--- src/asfd_pkg.sv ---
`timescale 1ns / 1ps

package asfd_pkg;

  // Marker register file
  localparam int unsigned NumMarkers    = 6;
  localparam int unsigned MarkerWidth   = 8;
  localparam int unsigned CfgIndexWidth = 3;

  // Register indexes, which are also the match priority order
  localparam logic [CfgIndexWidth-1:0] REG_MARKER_WIDE_ADC   = 3'd0;
  localparam logic [CfgIndexWidth-1:0] REG_MARKER_TEMP_ONE   = 3'd1;
  localparam logic [CfgIndexWidth-1:0] REG_MARKER_TEMP_FOUR  = 3'd4;
  localparam logic [CfgIndexWidth-1:0] REG_MARKER_NARROW_ADC = 3'd5;

  // Payload lengths in bytes
  localparam logic [2:0] WIDE_PAYLOAD_BYTES   = 3'd4;
  localparam logic [2:0] NARROW_PAYLOAD_BYTES = 3'd3;

  typedef logic [NumMarkers-1:0][MarkerWidth-1:0] marker_array_t;

  typedef enum logic [1:0] {
    KIND_WIDE   = 2'd0,
    KIND_NARROW = 2'd1,
    KIND_TEMP   = 2'd2
  } kind_e;

  typedef struct packed {
    kind_e              frame_kind;
    logic [2:0]         sensor_number;
    logic signed [31:0] sample_value;
    logic               redundancy_error;
  } frame_t;

endpackage

--- src/asfd_stream_if.sv ---
`timescale 1ns / 1ps

// Byte channel from the serial link
interface asfd_in_if;
  logic       valid;
  logic       ready;
  logic [7:0] serial_byte;

  modport source (output valid, output serial_byte, input ready);
  modport sink (input valid, input serial_byte, output ready);
endinterface

// Decoded frame channel
interface asfd_out_if;
  logic               valid;
  logic               ready;
  logic [1:0]         frame_kind;
  logic [2:0]         sensor_number;
  logic signed [31:0] sample_value;
  logic               redundancy_error;

  modport source (output valid, output frame_kind, output sensor_number,
                  output sample_value, output redundancy_error, input ready);
  modport sink (input valid, input frame_kind, input sensor_number,
                input sample_value, input redundancy_error, output ready);
endinterface

--- src/asfd_core.sv ---
`timescale 1ns / 1ps

module asfd_core (
  input  logic                   clk_i,
  input  logic                   rst_ni,
  input  logic                   step_i,
  input  logic [7:0]             byte_i,
  input  asfd_pkg::marker_array_t markers_i,
  output logic                   res_valid_o,
  output asfd_pkg::frame_t       res_o
);

  logic                   collecting_q, collecting_d;
  asfd_pkg::kind_e        kind_q, kind_d;
  logic [2:0]             sensor_q, sensor_d;
  logic [2:0]             remaining_q, remaining_d;
  logic [31:0]            acc_q, acc_d;
  logic [31:0]            word;
  logic [asfd_pkg::NumMarkers-1:0] hit;
  logic                   temp_found;
  logic [2:0]             temp_sensor;

  // Compare the byte against every marker
  always_comb begin
    for (int i = 0; i < asfd_pkg::NumMarkers; i++) begin
      hit[i] = (markers_i[i] == byte_i);
    end
  end

  // Lowest-numbered temperature marker wins
  always_comb begin
    temp_found  = 1'b0;
    temp_sensor = '0;
    for (int i = int'(asfd_pkg::REG_MARKER_TEMP_ONE);
         i <= int'(asfd_pkg::REG_MARKER_TEMP_FOUR); i++) begin
      if (!temp_found && hit[i]) begin
        temp_found  = 1'b1;
        temp_sensor = 3'(i);
      end
    end
  end

  assign word = {acc_q[23:0], byte_i};

  // Hunt / collect step and frame formatting
  always_comb begin
    collecting_d = collecting_q;
    kind_d       = kind_q;
    sensor_d     = sensor_q;
    remaining_d  = remaining_q;
    acc_d        = acc_q;
    res_valid_o  = 1'b0;

    if (step_i) begin
      if (!collecting_q) begin
        if (hit[asfd_pkg::REG_MARKER_WIDE_ADC]) begin
          kind_d       = asfd_pkg::KIND_WIDE;
          sensor_d     = '0;
          remaining_d  = asfd_pkg::WIDE_PAYLOAD_BYTES;
          collecting_d = 1'b1;
        end else if (temp_found) begin
          kind_d       = asfd_pkg::KIND_TEMP;
          sensor_d     = temp_sensor;
          remaining_d  = asfd_pkg::NARROW_PAYLOAD_BYTES;
          collecting_d = 1'b1;
        end else if (hit[asfd_pkg::REG_MARKER_NARROW_ADC]) begin
          kind_d       = asfd_pkg::KIND_NARROW;
          sensor_d     = '0;
          remaining_d  = asfd_pkg::NARROW_PAYLOAD_BYTES;
          collecting_d = 1'b1;
        end
      end else begin
        acc_d       = word;
        remaining_d = remaining_q - 3'd1;
        if (remaining_q == 3'd1) begin
          collecting_d = 1'b0;
          res_valid_o  = 1'b1;
        end
      end
    end
  end

  always_comb begin
    res_o.frame_kind       = kind_q;
    res_o.sensor_number    = sensor_q;
    res_o.redundancy_error = 1'b0;
    case (kind_q)
      asfd_pkg::KIND_WIDE: begin
        res_o.sample_value     = word;
        res_o.redundancy_error = word[31] ^ word[0];
      end
      asfd_pkg::KIND_NARROW: res_o.sample_value = {8'h00, word[23:0]};
      default:               res_o.sample_value = {word[23:0], 8'h00};
    endcase
  end

  // Control state
  always_ff @(posedge clk_i or negedge rst_ni) begin
    if (!rst_ni) begin
      collecting_q <= 1'b0;
      kind_q       <= asfd_pkg::KIND_WIDE;
      sensor_q     <= '0;
      remaining_q  <= '0;
    end else begin
      collecting_q <= collecting_d;
      kind_q       <= kind_d;
      sensor_q     <= sensor_d;
      remaining_q  <= remaining_d;
    end
  end

  // Payload shift register
  always_ff @(posedge clk_i) begin
    acc_q <= acc_d;
  end

  a_last_byte_ends_frame: assert property (@(posedge clk_i) disable iff (!rst_ni)
    step_i && collecting_q && remaining_q == 3'd1 |=> !collecting_q)
    else $error("frame did not close on its last payload byte");

  a_count_in_range: assert property (@(posedge clk_i) disable iff (!rst_ni)
    collecting_q |-> remaining_q != 3'd0 && remaining_q <= asfd_pkg::WIDE_PAYLOAD_BYTES)
    else $error("payload byte count out of range while collecting");

  a_adc_sensor_zero: assert property (@(posedge clk_i) disable iff (!rst_ni)
    res_valid_o && res_o.frame_kind != asfd_pkg::KIND_TEMP |-> res_o.sensor_number == 3'd0)
    else $error("ADC frame carries a sensor number");

  a_narrow_zero_ext: assert property (@(posedge clk_i) disable iff (!rst_ni)
    res_valid_o && res_o.frame_kind == asfd_pkg::KIND_NARROW
      |-> res_o.sample_value[31:24] == 8'h00 && !res_o.redundancy_error)
    else $error("narrow ADC sample not zero-extended");

endmodule

--- src/adc_serial_frame_deframer.sv ---
`timescale 1ns / 1ps

// Pipeline: an accepted byte is registered in the input stage, then decoded once the
//   output register can load; the frame result is registered in that register.
// Throughput: one byte per cycle while the output is not stalled by out_o.ready.
// Reset: asynchronous, active low; returns to hunting and loads markers 1 to 6.

module adc_serial_frame_deframer (
  input  logic                                clk_i,
  input  logic                                rst_ni,
  input  logic                                cfg_we_i,
  input  logic [asfd_pkg::CfgIndexWidth-1:0]  cfg_index_i,
  input  logic [asfd_pkg::MarkerWidth-1:0]    cfg_data_i,
  asfd_in_if.sink                             in_i,
  asfd_out_if.source                          out_o
);

  asfd_pkg::marker_array_t markers_q;
  logic                    s1_valid_q;
  logic [7:0]              s1_byte_q;
  logic                    out_valid_q;
  asfd_pkg::frame_t        out_q;
  logic                    out_can_load;
  logic                    step;
  logic                    in_fire;
  logic                    res_valid;
  asfd_pkg::frame_t        res;

  // Marker registers; writes beyond the list are dropped
  always_ff @(posedge clk_i or negedge rst_ni) begin
    if (!rst_ni) begin
      for (int i = 0; i < asfd_pkg::NumMarkers; i++) begin
        markers_q[i] <= asfd_pkg::MarkerWidth'(i + 1);
      end
    end else if (cfg_we_i && cfg_index_i <= asfd_pkg::REG_MARKER_NARROW_ADC) begin
      markers_q[cfg_index_i] <= cfg_data_i;
    end
  end

  // Handshake control
  assign out_can_load = !out_valid_q || out_o.ready;
  assign step         = s1_valid_q && out_can_load;
  assign in_i.ready   = !s1_valid_q || step;
  assign in_fire      = in_i.valid && in_i.ready;

  asfd_core u_core (
    .clk_i       (clk_i),
    .rst_ni      (rst_ni),
    .step_i      (step),
    .byte_i      (s1_byte_q),
    .markers_i   (markers_q),
    .res_valid_o (res_valid),
    .res_o       (res)
  );

  // Input and result valid flags
  always_ff @(posedge clk_i or negedge rst_ni) begin
    if (!rst_ni) begin
      s1_valid_q  <= 1'b0;
      out_valid_q <= 1'b0;
    end else begin
      if (in_fire) begin
        s1_valid_q <= 1'b1;
      end else if (step) begin
        s1_valid_q <= 1'b0;
      end
      if (res_valid) begin
        out_valid_q <= 1'b1;
      end else if (out_o.ready) begin
        out_valid_q <= 1'b0;
      end
    end
  end

  // Payload registers
  always_ff @(posedge clk_i) begin
    if (in_fire) begin
      s1_byte_q <= in_i.serial_byte;
    end
    if (res_valid) begin
      out_q <= res;
    end
  end

  assign out_o.valid            = out_valid_q;
  assign out_o.frame_kind       = out_q.frame_kind;
  assign out_o.sensor_number    = out_q.sensor_number;
  assign out_o.sample_value     = out_q.sample_value;
  assign out_o.redundancy_error = out_q.redundancy_error;

  a_no_overwrite: assert property (@(posedge clk_i) disable iff (!rst_ni)
    out_valid_q && !out_o.ready |-> !res_valid)
    else $error("pending transaction overwritten");

  a_stage_drains: assert property (@(posedge clk_i) disable iff (!rst_ni)
    s1_valid_q && out_can_load && !in_fire |=> !s1_valid_q)
    else $error("input stage did not drain");

  a_result_loads: assert property (@(posedge clk_i) disable iff (!rst_ni)
    res_valid |=> out_valid_q)
    else $error("decoded frame not registered");

endmodule
--- src/flat_wrapper.sv ---
// flat-port wrapper written by rule: the top's interface ports become plain ports
module adc_serial_frame_deframer_flat 
  (clk_i, rst_ni, cfg_we_i, cfg_index_i, cfg_data_i, in_i_valid, in_i_serial_byte, in_i_ready, out_o_valid, out_o_frame_kind, out_o_sensor_number, out_o_sample_value, out_o_redundancy_error, out_o_ready);
  asfd_in_if in_i_i ();
  asfd_out_if out_o_i ();
  input  logic clk_i;
  input  logic rst_ni;
  input  logic cfg_we_i;
  input  logic [asfd_pkg::CfgIndexWidth-1:0] cfg_index_i;
  input  logic [asfd_pkg::MarkerWidth-1:0] cfg_data_i;
  input wire logic [$bits(in_i_i.valid)-1:0] in_i_valid;
  input wire logic [$bits(in_i_i.serial_byte)-1:0] in_i_serial_byte;
  output wire logic [$bits(in_i_i.ready)-1:0] in_i_ready;
  output wire logic [$bits(out_o_i.valid)-1:0] out_o_valid;
  output wire logic [$bits(out_o_i.frame_kind)-1:0] out_o_frame_kind;
  output wire logic [$bits(out_o_i.sensor_number)-1:0] out_o_sensor_number;
  output wire logic [$bits(out_o_i.sample_value)-1:0] out_o_sample_value;
  output wire logic [$bits(out_o_i.redundancy_error)-1:0] out_o_redundancy_error;
  input wire logic [$bits(out_o_i.ready)-1:0] out_o_ready;
  assign in_i_i.valid = in_i_valid;
  assign in_i_i.serial_byte = in_i_serial_byte;
  assign in_i_ready = in_i_i.ready;
  assign out_o_valid = out_o_i.valid;
  assign out_o_frame_kind = out_o_i.frame_kind;
  assign out_o_sensor_number = out_o_i.sensor_number;
  assign out_o_sample_value = out_o_i.sample_value;
  assign out_o_redundancy_error = out_o_i.redundancy_error;
  assign out_o_i.ready = out_o_ready;
  adc_serial_frame_deframer u_core (.clk_i(clk_i), .rst_ni(rst_ni), .cfg_we_i(cfg_we_i), .cfg_index_i(cfg_index_i), .cfg_data_i(cfg_data_i), .in_i(in_i_i), .out_o(out_o_i));
endmodule
--- config.mk ---
export PLATFORM = sky130hd
export DESIGN_NAME = adc_serial_frame_deframer_flat
export DESIGN_NICKNAME = d
export VERILOG_FILES = /design/src/asfd_pkg.sv /design/src/asfd_stream_if.sv /design/src/asfd_core.sv /design/src/adc_serial_frame_deframer.sv /design/src/flat_wrapper.sv
export SDC_FILE = /design/constraint.sdc
export NUM_CORES = 1
export LEC_CHECK = 0
export ABC_AREA = 1
export BUFFER_PORTS_ARGS = -buffer_cell sky130_fd_sc_hd__buf_2
export CORE_UTILIZATION = 43
export CTS_BUF_LIST = sky130_fd_sc_hd__clkbuf_8
export DETAILED_ROUTE_END_ITERATION = 8
export MAX_ROUTING_LAYER = met4
export SETUP_SLACK_MARGIN = 0.4
export SYNTH_ARGS = -nofsm -noshare
export SYNTH_HDL_FRONTEND = slang
export SYNTH_HIERARCHICAL = 1
export SYNTH_SLANG_ARGS = --single-unit
--- constraint.sdc ---
create_clock -name clk_i -period 7.1 [get_ports clk_i]
set_clock_uncertainty 0.05 [all_clocks]
set_input_delay 1.065 -clock clk_i [delete_from_list [all_inputs] [get_ports clk_i]]
set_output_delay 1.065 -clock clk_i [all_outputs]
set_load 0.01 [all_outputs]
==> results of run 1 <==
[final cells by class]
class	count	area [um^2]	area share [%]
flip-flops and latches	129	3590	52.2
repair buffers	64	323	4.70
clock inverters	15	136	1.99
multi-input cells	439	2100	30.5
clock buffers	17	234	3.41
inverters	69	267	3.88
well taps	180	225	3.28
[state kept, by name, summed over array words and instances (netlist names)]
name and flops:
u_core/markers_q 48, u_core/out_o.sample_value 32, u_core/u_core/acc_q 24, u_core/s1_byte_q 8
u_core/out_o.sensor_number 3, u_core/u_core/remaining_q 3, u_core/u_core/sensor_q 3, u_core/out_o.frame_kind 2
u_core/u_core/kind_q 2, u_core/out_o.redundancy_error 1, u_core/out_o.valid 1, u_core/s1_valid_q 1
u_core/u_core/collecting_q 1
[kinds of logic after synthesis]
group / count (synthesis) / synth area share (%)
flops: 129 / 58.9
fa+ha+maj: 2 / 0.411
simple gates: 374 / 26.6
compound gates: 31 / 2.71
xor+xnor: 32 / 4.60
buf+inv: 87 / 6.78
[metrics by stage]
stage / cell area (um^2) / utilization, % / setup WS, ns / cells / hold slack (ns)
2_1_floorplan: 6090 / - / 3.15 / 655 / 0.373
3_3_place_gp: 6500 / 47.0 / 3.74 / 881 / 0.381
3_5_place_dp: 6500 / 47.0 / 3.69 / 881 / 0.390
4_1_cts: 6870 / 49.7 / 4.17 / 913 / 0.400
5_1_grt: 6870 / 49.7 / 3.83 / 913 / 0.416
6_report: 6870 / 49.7 / 4.18 / 913 / 0.399
[cells in the final DEF (no fill, tap or decap), drive strengths merged]
cell type / instances
buf: 64
nand3: 57
nor3: 1
a22oi: 1
ha: 2
bufinv: 1
o21ai: 26
dfrtp: 50
inv: 71
xnor2: 22
or2: 1
a21oi: 1
edfxtp: 70
a21o: 1
dfstp: 9
nor2: 48
clkbuf: 17
clkinvlp: 2
nand2: 265
xor2: 10
clkinv: 10
o211ai: 1
a21boi: 1
nand4: 2
[final timing paths]
check,startpoint,end,slack (ns),cells after the start
min in group asynchronous,rst_ni,u_core/u_core/sensor_q[1],0.73,2
hold / removal,u_core/u_core/acc_q[10],u_core/u_core/acc_q[18],0.40,0
max in group asynchronous,rst_ni,u_core/markers_q[23],5.77,2
setup reg to reg,u_core/out_o.valid,u_core/out_o.sample_value[4],4.50,5
hold reg to reg,u_core/u_core/acc_q[10],u_core/u_core/acc_q[18],0.40,0
setup / recovery,out_o_ready,u_core/out_o.sample_value[4],4.18,7
[metal layers]
metal / GRT usage (%) / vias up
met5: - / -
met4: 7.02 / 0
met3: 4.09 / 13
met2: 30.2 / 121
met1: 25.3 / 2049
li1: - / 2207
[report_power, final]
group	internal, mW	leakage (nW)	switching, mW
Combinational	0.137	1.74	0.233
Clock	0.279	0.182	0.296
Sequential	0.936	1.36	0.100
==> flow_summary_export.csv, run 1 <==
group,metric,value,unit
worst_setup_path,slowest_delay,0.77,ns
finish,areaGrowthSynthToFinish,12.8,%
status,run_status,"finished with violations",
drt,wl_met1,5910,um
clocking,cts_num_sinks,129,
synth,synth_area_leaders,"edfxtp_1 35%, dfrtp_1 21%, nand2_1 16%",
worst_setup_path,path_max_fanout,39,
grt,grt-ovfl-total,0,
synth,yosysUniqueCellTypes,31,
drt,route.detailed.drc,1,
clocking,cts_tree,"done",
clocking,htreeDepth,4,
worst_setup_path,cp_slowest_cell,"nor2_4",
timing,rsz0062_at_grt,"no",
worst_setup_path,path_delay_family,"simple AND/OR/NAND/NOR gates",
drt,dr.pass1.iters,9,
timing,slew_headroom,32.7,%
worst_setup_path,crit_chain,"buf_2 -> inv_1 -> a21boi_0 -> inv_1 -> nor2_1 -> nand2_1 -> nor2_4",
drt,wl_met2,5920,um
synth,post-synth-top-count-cell,"nand2_1",
synth,ys_seq_area_share,58.9,%
power_and_ir_drop,power.total,1.98,mW
worst_setup_path,worstPathArrival,2.93,ns
finish,fin_nets,746,
placed_design,portBuffers,63,
finish,drive_gt1_share,18.6,%
die,pin_count,64,
grt,grt_pass1_vias,4039,
synth,synth_edf_count,70,
clocking,clkLatencyLatePin,0.43,ns
synth,synth-seq-cells,129,
worst_setup_path,worst-path-buf-inv,3,
die,core-area,13800,um^2
drt,wl,12600,um
worst_setup_path,cp_common_cell,"inv_1",
die,dieArea,14600,um^2
flow_run,cap_violations,0,
timing,min_period,2.92,ns
min_path,hold_class,"reg -> reg",
clocking,clk_pin_slew_worst_paths,0.08,ns
grt,track_usage,19.5,%
worst_setup_path,criticalPathCategory,"in -> reg",
drt,routed-via-count,4390,
drt,wl_per_cell,13.8,um
finish,n_antenna_cell,0,
worst_setup_path,worstSetupStartpointType,"primary input",
clocking,postCtsHoldBufs,0,
power_and_ir_drop,p_per_area,288,nW/um^2
synth,netlist_area,6090,um^2
synth,yosysTopAreaCellShare,34.5,%
drt,wl_met3,614,um
clocking,ctsResizeCount,0,
synth,ys.flop_type,"edfxtp_1",
synth,synth_nets,681,
clocking,clk_path_buf_depth,2,
grt,grt_pass1_wl,20600,um
synth,syn_inst,655,
timing,setup_tns,0,ns
die,die_x,121,um
drt,drtIter0Drc,390,
placed_design,gp_congestion,0.771,
synth,synthArstFlopShare,45.7,%
clocking,cts-root-buf,"clkbuf_8",
grt,antenna_found_initial,0,
timing,period_share,41.1,%
grt,grt_max_degree,60,
worst_setup_path,endpoint_kind,"register",
placed_design,hpwl,8920,um
drt,avgViaCountPerCell,4.81,
synth,yosysWarnings,6,
clocking,postCtsSetupRepairBufs,0,
drt,highest-signal-layer,"met4",
clocking,cts_buffers,17,
power_and_ir_drop,power_leakage,3.28,nW
timing,setup-violations-final,0,
synth,avgSynthCellArea,9.30,um^2
timing,clock.fmax,343,MHz
worst_setup_path,worstPathRequired,7.11,ns
timing,tightestPinTransition,1.01,ns
die,num_rows,43,
timing,finalHoldViolCount,0,
die,die_h,121,um
synth,synth_top_area_cell,"edfxtp_1",
timing,finalMaxSlewViolations,0,
die,start_util,44.1,%
power_and_ir_drop,ir_worst_vdd,0.120,mV
synth,synth_common_cells,"256 x nand2_1, 70 x edfxtp_1, 56 x inv_1, 56 x nand3_1, 50 x dfrtp_1",
finish,fill_cells,1298,
status,violations,"DRC",
drt,ant_nets,0,
No activity file was read; power rests on OpenSTA's default activity.
==> inputs of run 2 (changes only) <==
ABC_AREA = 0   (was 1)
clock period = 3 ns   (was 7.1 ns; I/O delays follow)
==> flow_summary_export.csv, run 2 <==
group,metric,value,unit
clocking,cts_buffers,17,
drt,ant_nets,0,
power_and_ir_drop,ir_worst_vdd,0.245,mV
worst_setup_path,worstSetupStartpointType,"register",
worst_setup_path,r2r_end,"u_core/u_core/remaining_q[2]",
finish,largest_reg_flops,48,
min_path,hold_class,"in -> async",
worst_setup_path,regToRegSetupSlack,0.79,ns
timing,clock.fmax,453,MHz
clocking,clkLatencyLatePin,0.44,ns
drt,wl,10500,um
timing,setup_tns,0,ns
grt,grt_max_degree,60,
synth,synthArstFlopShare,45.7,%
worst_setup_path,ff2ff_path_depth,6,
synth,post-synth-top-count-cell,"edfxtp_1",
timing,finalMaxSlewViolations,0,
synth,yosysTopAreaCellShare,37.9,%
worst_setup_path,path_max_fanout,10,
grt,track_usage,18.2,%
clocking,clk_pin_slew_worst_paths,0.07,ns
clocking,cts_num_sinks,129,
die,die_x,116,um
placed_design,post-place-ws,0.817,ns
synth,netlist_area,5550,um^2
drt,route.detailed.drc,0,
synth,yosysUniqueCellTypes,49,
status,run_status,"complete, no violations",
timing,finalHoldViolCount,0,
timing,final.setup.worst_slack,0.791,ns
timing,min_period,2.21,ns
grt,grt_pass1_vias,3072,
synth,synth_edf_count,70,
clocking,postCtsSetupRepairBufs,0,
die,start_util,44.0,%
synth,ys.flop_type,"edfxtp_1",
power_and_ir_drop,p_per_area,740,nW/um^2
grt,grt_pass1_wl,16900,um
drt,drtIter0Drc,151,
clocking,clk_path_buf_depth,2,
flow_run,cap_violations,0,
synth,synth-seq-cells,129,
die,dieArea,13400,um^2
die,core-area,12600,um^2
finish,fill_cells,1116,
timing,rsz0062_at_grt,"no",
drt,dr.pass1.iters,4,
synth,synth_area_leaders,"edfxtp_1 38%, dfrtp_1 23%, mux2_2 12%",
worst_setup_path,worstPathArrival,2.47,ns
synth,yosysWarnings,6,
worst_setup_path,r2r_start,"u_core/s1_byte_q[0]",
synth,syn_inst,347,
drt,wl_per_cell,17.4,um
timing,setup-violations-final,0,
worst_setup_path,crit_chain,"xor2_1 -> nor4_1 -> nand2_1 -> nand4_2 -> o31a_1 -> o221ai_1",
drt,avgViaCountPerCell,4.93,
placed_design,portBuffers,63,
finish,n_antenna_cell,0,
worst_setup_path,worstPathRequired,3.26,ns
grt,antenna_found_initial,0,
finish,fin_nets,444,
power_and_ir_drop,power_leakage,2.56,nW
synth,synth_nets,373,
synth,ys_seq_area_share,64.6,%
finish,areaGrowthSynthToFinish,14.9,%
timing,period_share,73.6,%
drt,routed-via-count,2971,
placed_design,gp_congestion,0.791,
finish,drive_gt1_share,43.6,%
synth,synth_top_area_cell,"edfxtp_1",
worst_setup_path,criticalPathCategory,"reg -> reg",
worst_setup_path,endpoint_kind,"register",
synth,avgSynthCellArea,16.0,um^2
timing,tightestPinTransition,0.769,ns
clocking,cts-root-buf,"clkbuf_8",
worst_setup_path,cp_slowest_cell,"edfxtp_1",
die,pin_count,64,
placed_design,hpwl,7160,um
grt,grt-ovfl-total,0,
clocking,htreeDepth,4,
worst_setup_path,slowest_delay,0.69,ns
clocking,postCtsHoldBufs,0,
finish,regMostFlops,"u_core/markers_q",
finish,layout_commonest_cell,"edfxtp_1",
clocking,ctsResizeCount,0,
die,num_rows,41,
clocking,cts_tree,"done",
finish,final_cell_mix,"70 x edfxtp_1, 63 x buf_2, 61 x mux2_2",
die,die_h,116,um
timing,slew_headroom,48.5,%
synth,synth_common_cells,"70 x edfxtp_1, 61 x mux2_2, 50 x dfrtp_1",
run 2: cell count changes after synthesis, sizes merged, moves of 4 or more:
cell	change
a21o	+4
xnor2	-13
nor4	+10
o21ai	-23
inv	-65
and2	+4
nand2	-256
xor2	+30
a22o	+9
nand3	-55
nand2b	+5
mux2	+64
nor2b	+8
nor2	-45
run 2: cells by family (layout without fill, tap and decap cells):
| family | after synthesis | count (layout) | share of synthesized area (%) |
|---|---|---|---|
| AOI/OAI and AO/OA | 27 | 27 | 3.85 |
| xor gates and xnor gates | 49 | 49 | 8.00 |
| adders and majority gates | 2 | 2 | 0.451 |
| buffers and inverters | 20 | 104 | 2.48 |
| DFF | 129 | 129 | 64.6 |
| muxes | 64 | 64 | 13.0 |
| and+or+nand+nor | 56 | 56 | 7.59 |
run 2: layout make-up:
type / count / area, um^2 / area share, %
flip-flops and latches: 129 / 3590 / 56.3
multi-input cells: 198 / 1830 / 28.7
repair buffers: 69 / 360 / 5.65
clock buffers: 18 / 248 / 3.88
well taps: 172 / 215 / 3.37
clock inverters: 14 / 125 / 1.96
inverters: 3 / 11.3 / 0.177
run 2: layer usage:
layer  up-vias  share of wire [%]  GRT usage [%]
li1       1412                  -              -
met1      1484                 49           24.3
met2        62                 45           26.4
met3        13                3.6           4.55
met4         0                1.5           7.95
met5         -                  0              -
run 2: through the flow:
step / cells / total power [mW] / cell area (um^2) / hold slack [ns] / utilization [%]
global route: 603 / 4.97 / 6380 / 0.111 / 50.6
floorplan: 347 / 3.11 / 5560 / 0.104 / -
detailed placement: 571 / 3.36 / 6010 / 0.403 / 47.6
global placement: 571 / 3.34 / 6010 / 0.404 / 47.6
finish: 603 / 4.72 / 6380 / 0.109 / 50.6
CTS: 603 / 4.78 / 6380 / 0.102 / 50.6
run 2: critical path: cells and delay by family (launching register included):
kind / cells / cell delay, ns
AOI/OAI and AO/OA: 2 / 0.32
xor gates and xnor gates: 1 / 0.27
DFF: 1 / 0.69
and+or+nand+nor: 3 / 0.75
run 2: how the worst max path moves through the flow:
stage                                   start                           end  slack, ns  depth (start not counted)
final                     u_core/s1_byte_q[0]  u_core/u_core/remaining_q[2]       0.79                          6
after global placement    u_core/s1_byte_q[0]  u_core/u_core/remaining_q[2]       0.78                          6
after CTS                 u_core/s1_byte_q[0]  u_core/u_core/remaining_q[0]       0.81                          6
after detailed placement  u_core/s1_byte_q[0]  u_core/u_core/remaining_q[2]       0.82                          6
after floorplan                   out_o_ready    u_core/out_o.frame_kind[0]       0.59                          4
after global routing      u_core/s1_byte_q[0]  u_core/u_core/remaining_q[1]       0.70                          6
run 2: report_power, final:
group | internal, mW | leakage, nW | total, mW | switching (mW)
clock network | 0.741 | 0.198 | 1.40 | 0.659
registers | 2.24 | 1.34 | 2.45 | 0.215
logic | 0.440 | 1.02 | 0.866 | 0.426
total | 3.42 | 2.56 | 4.72 | 1.30
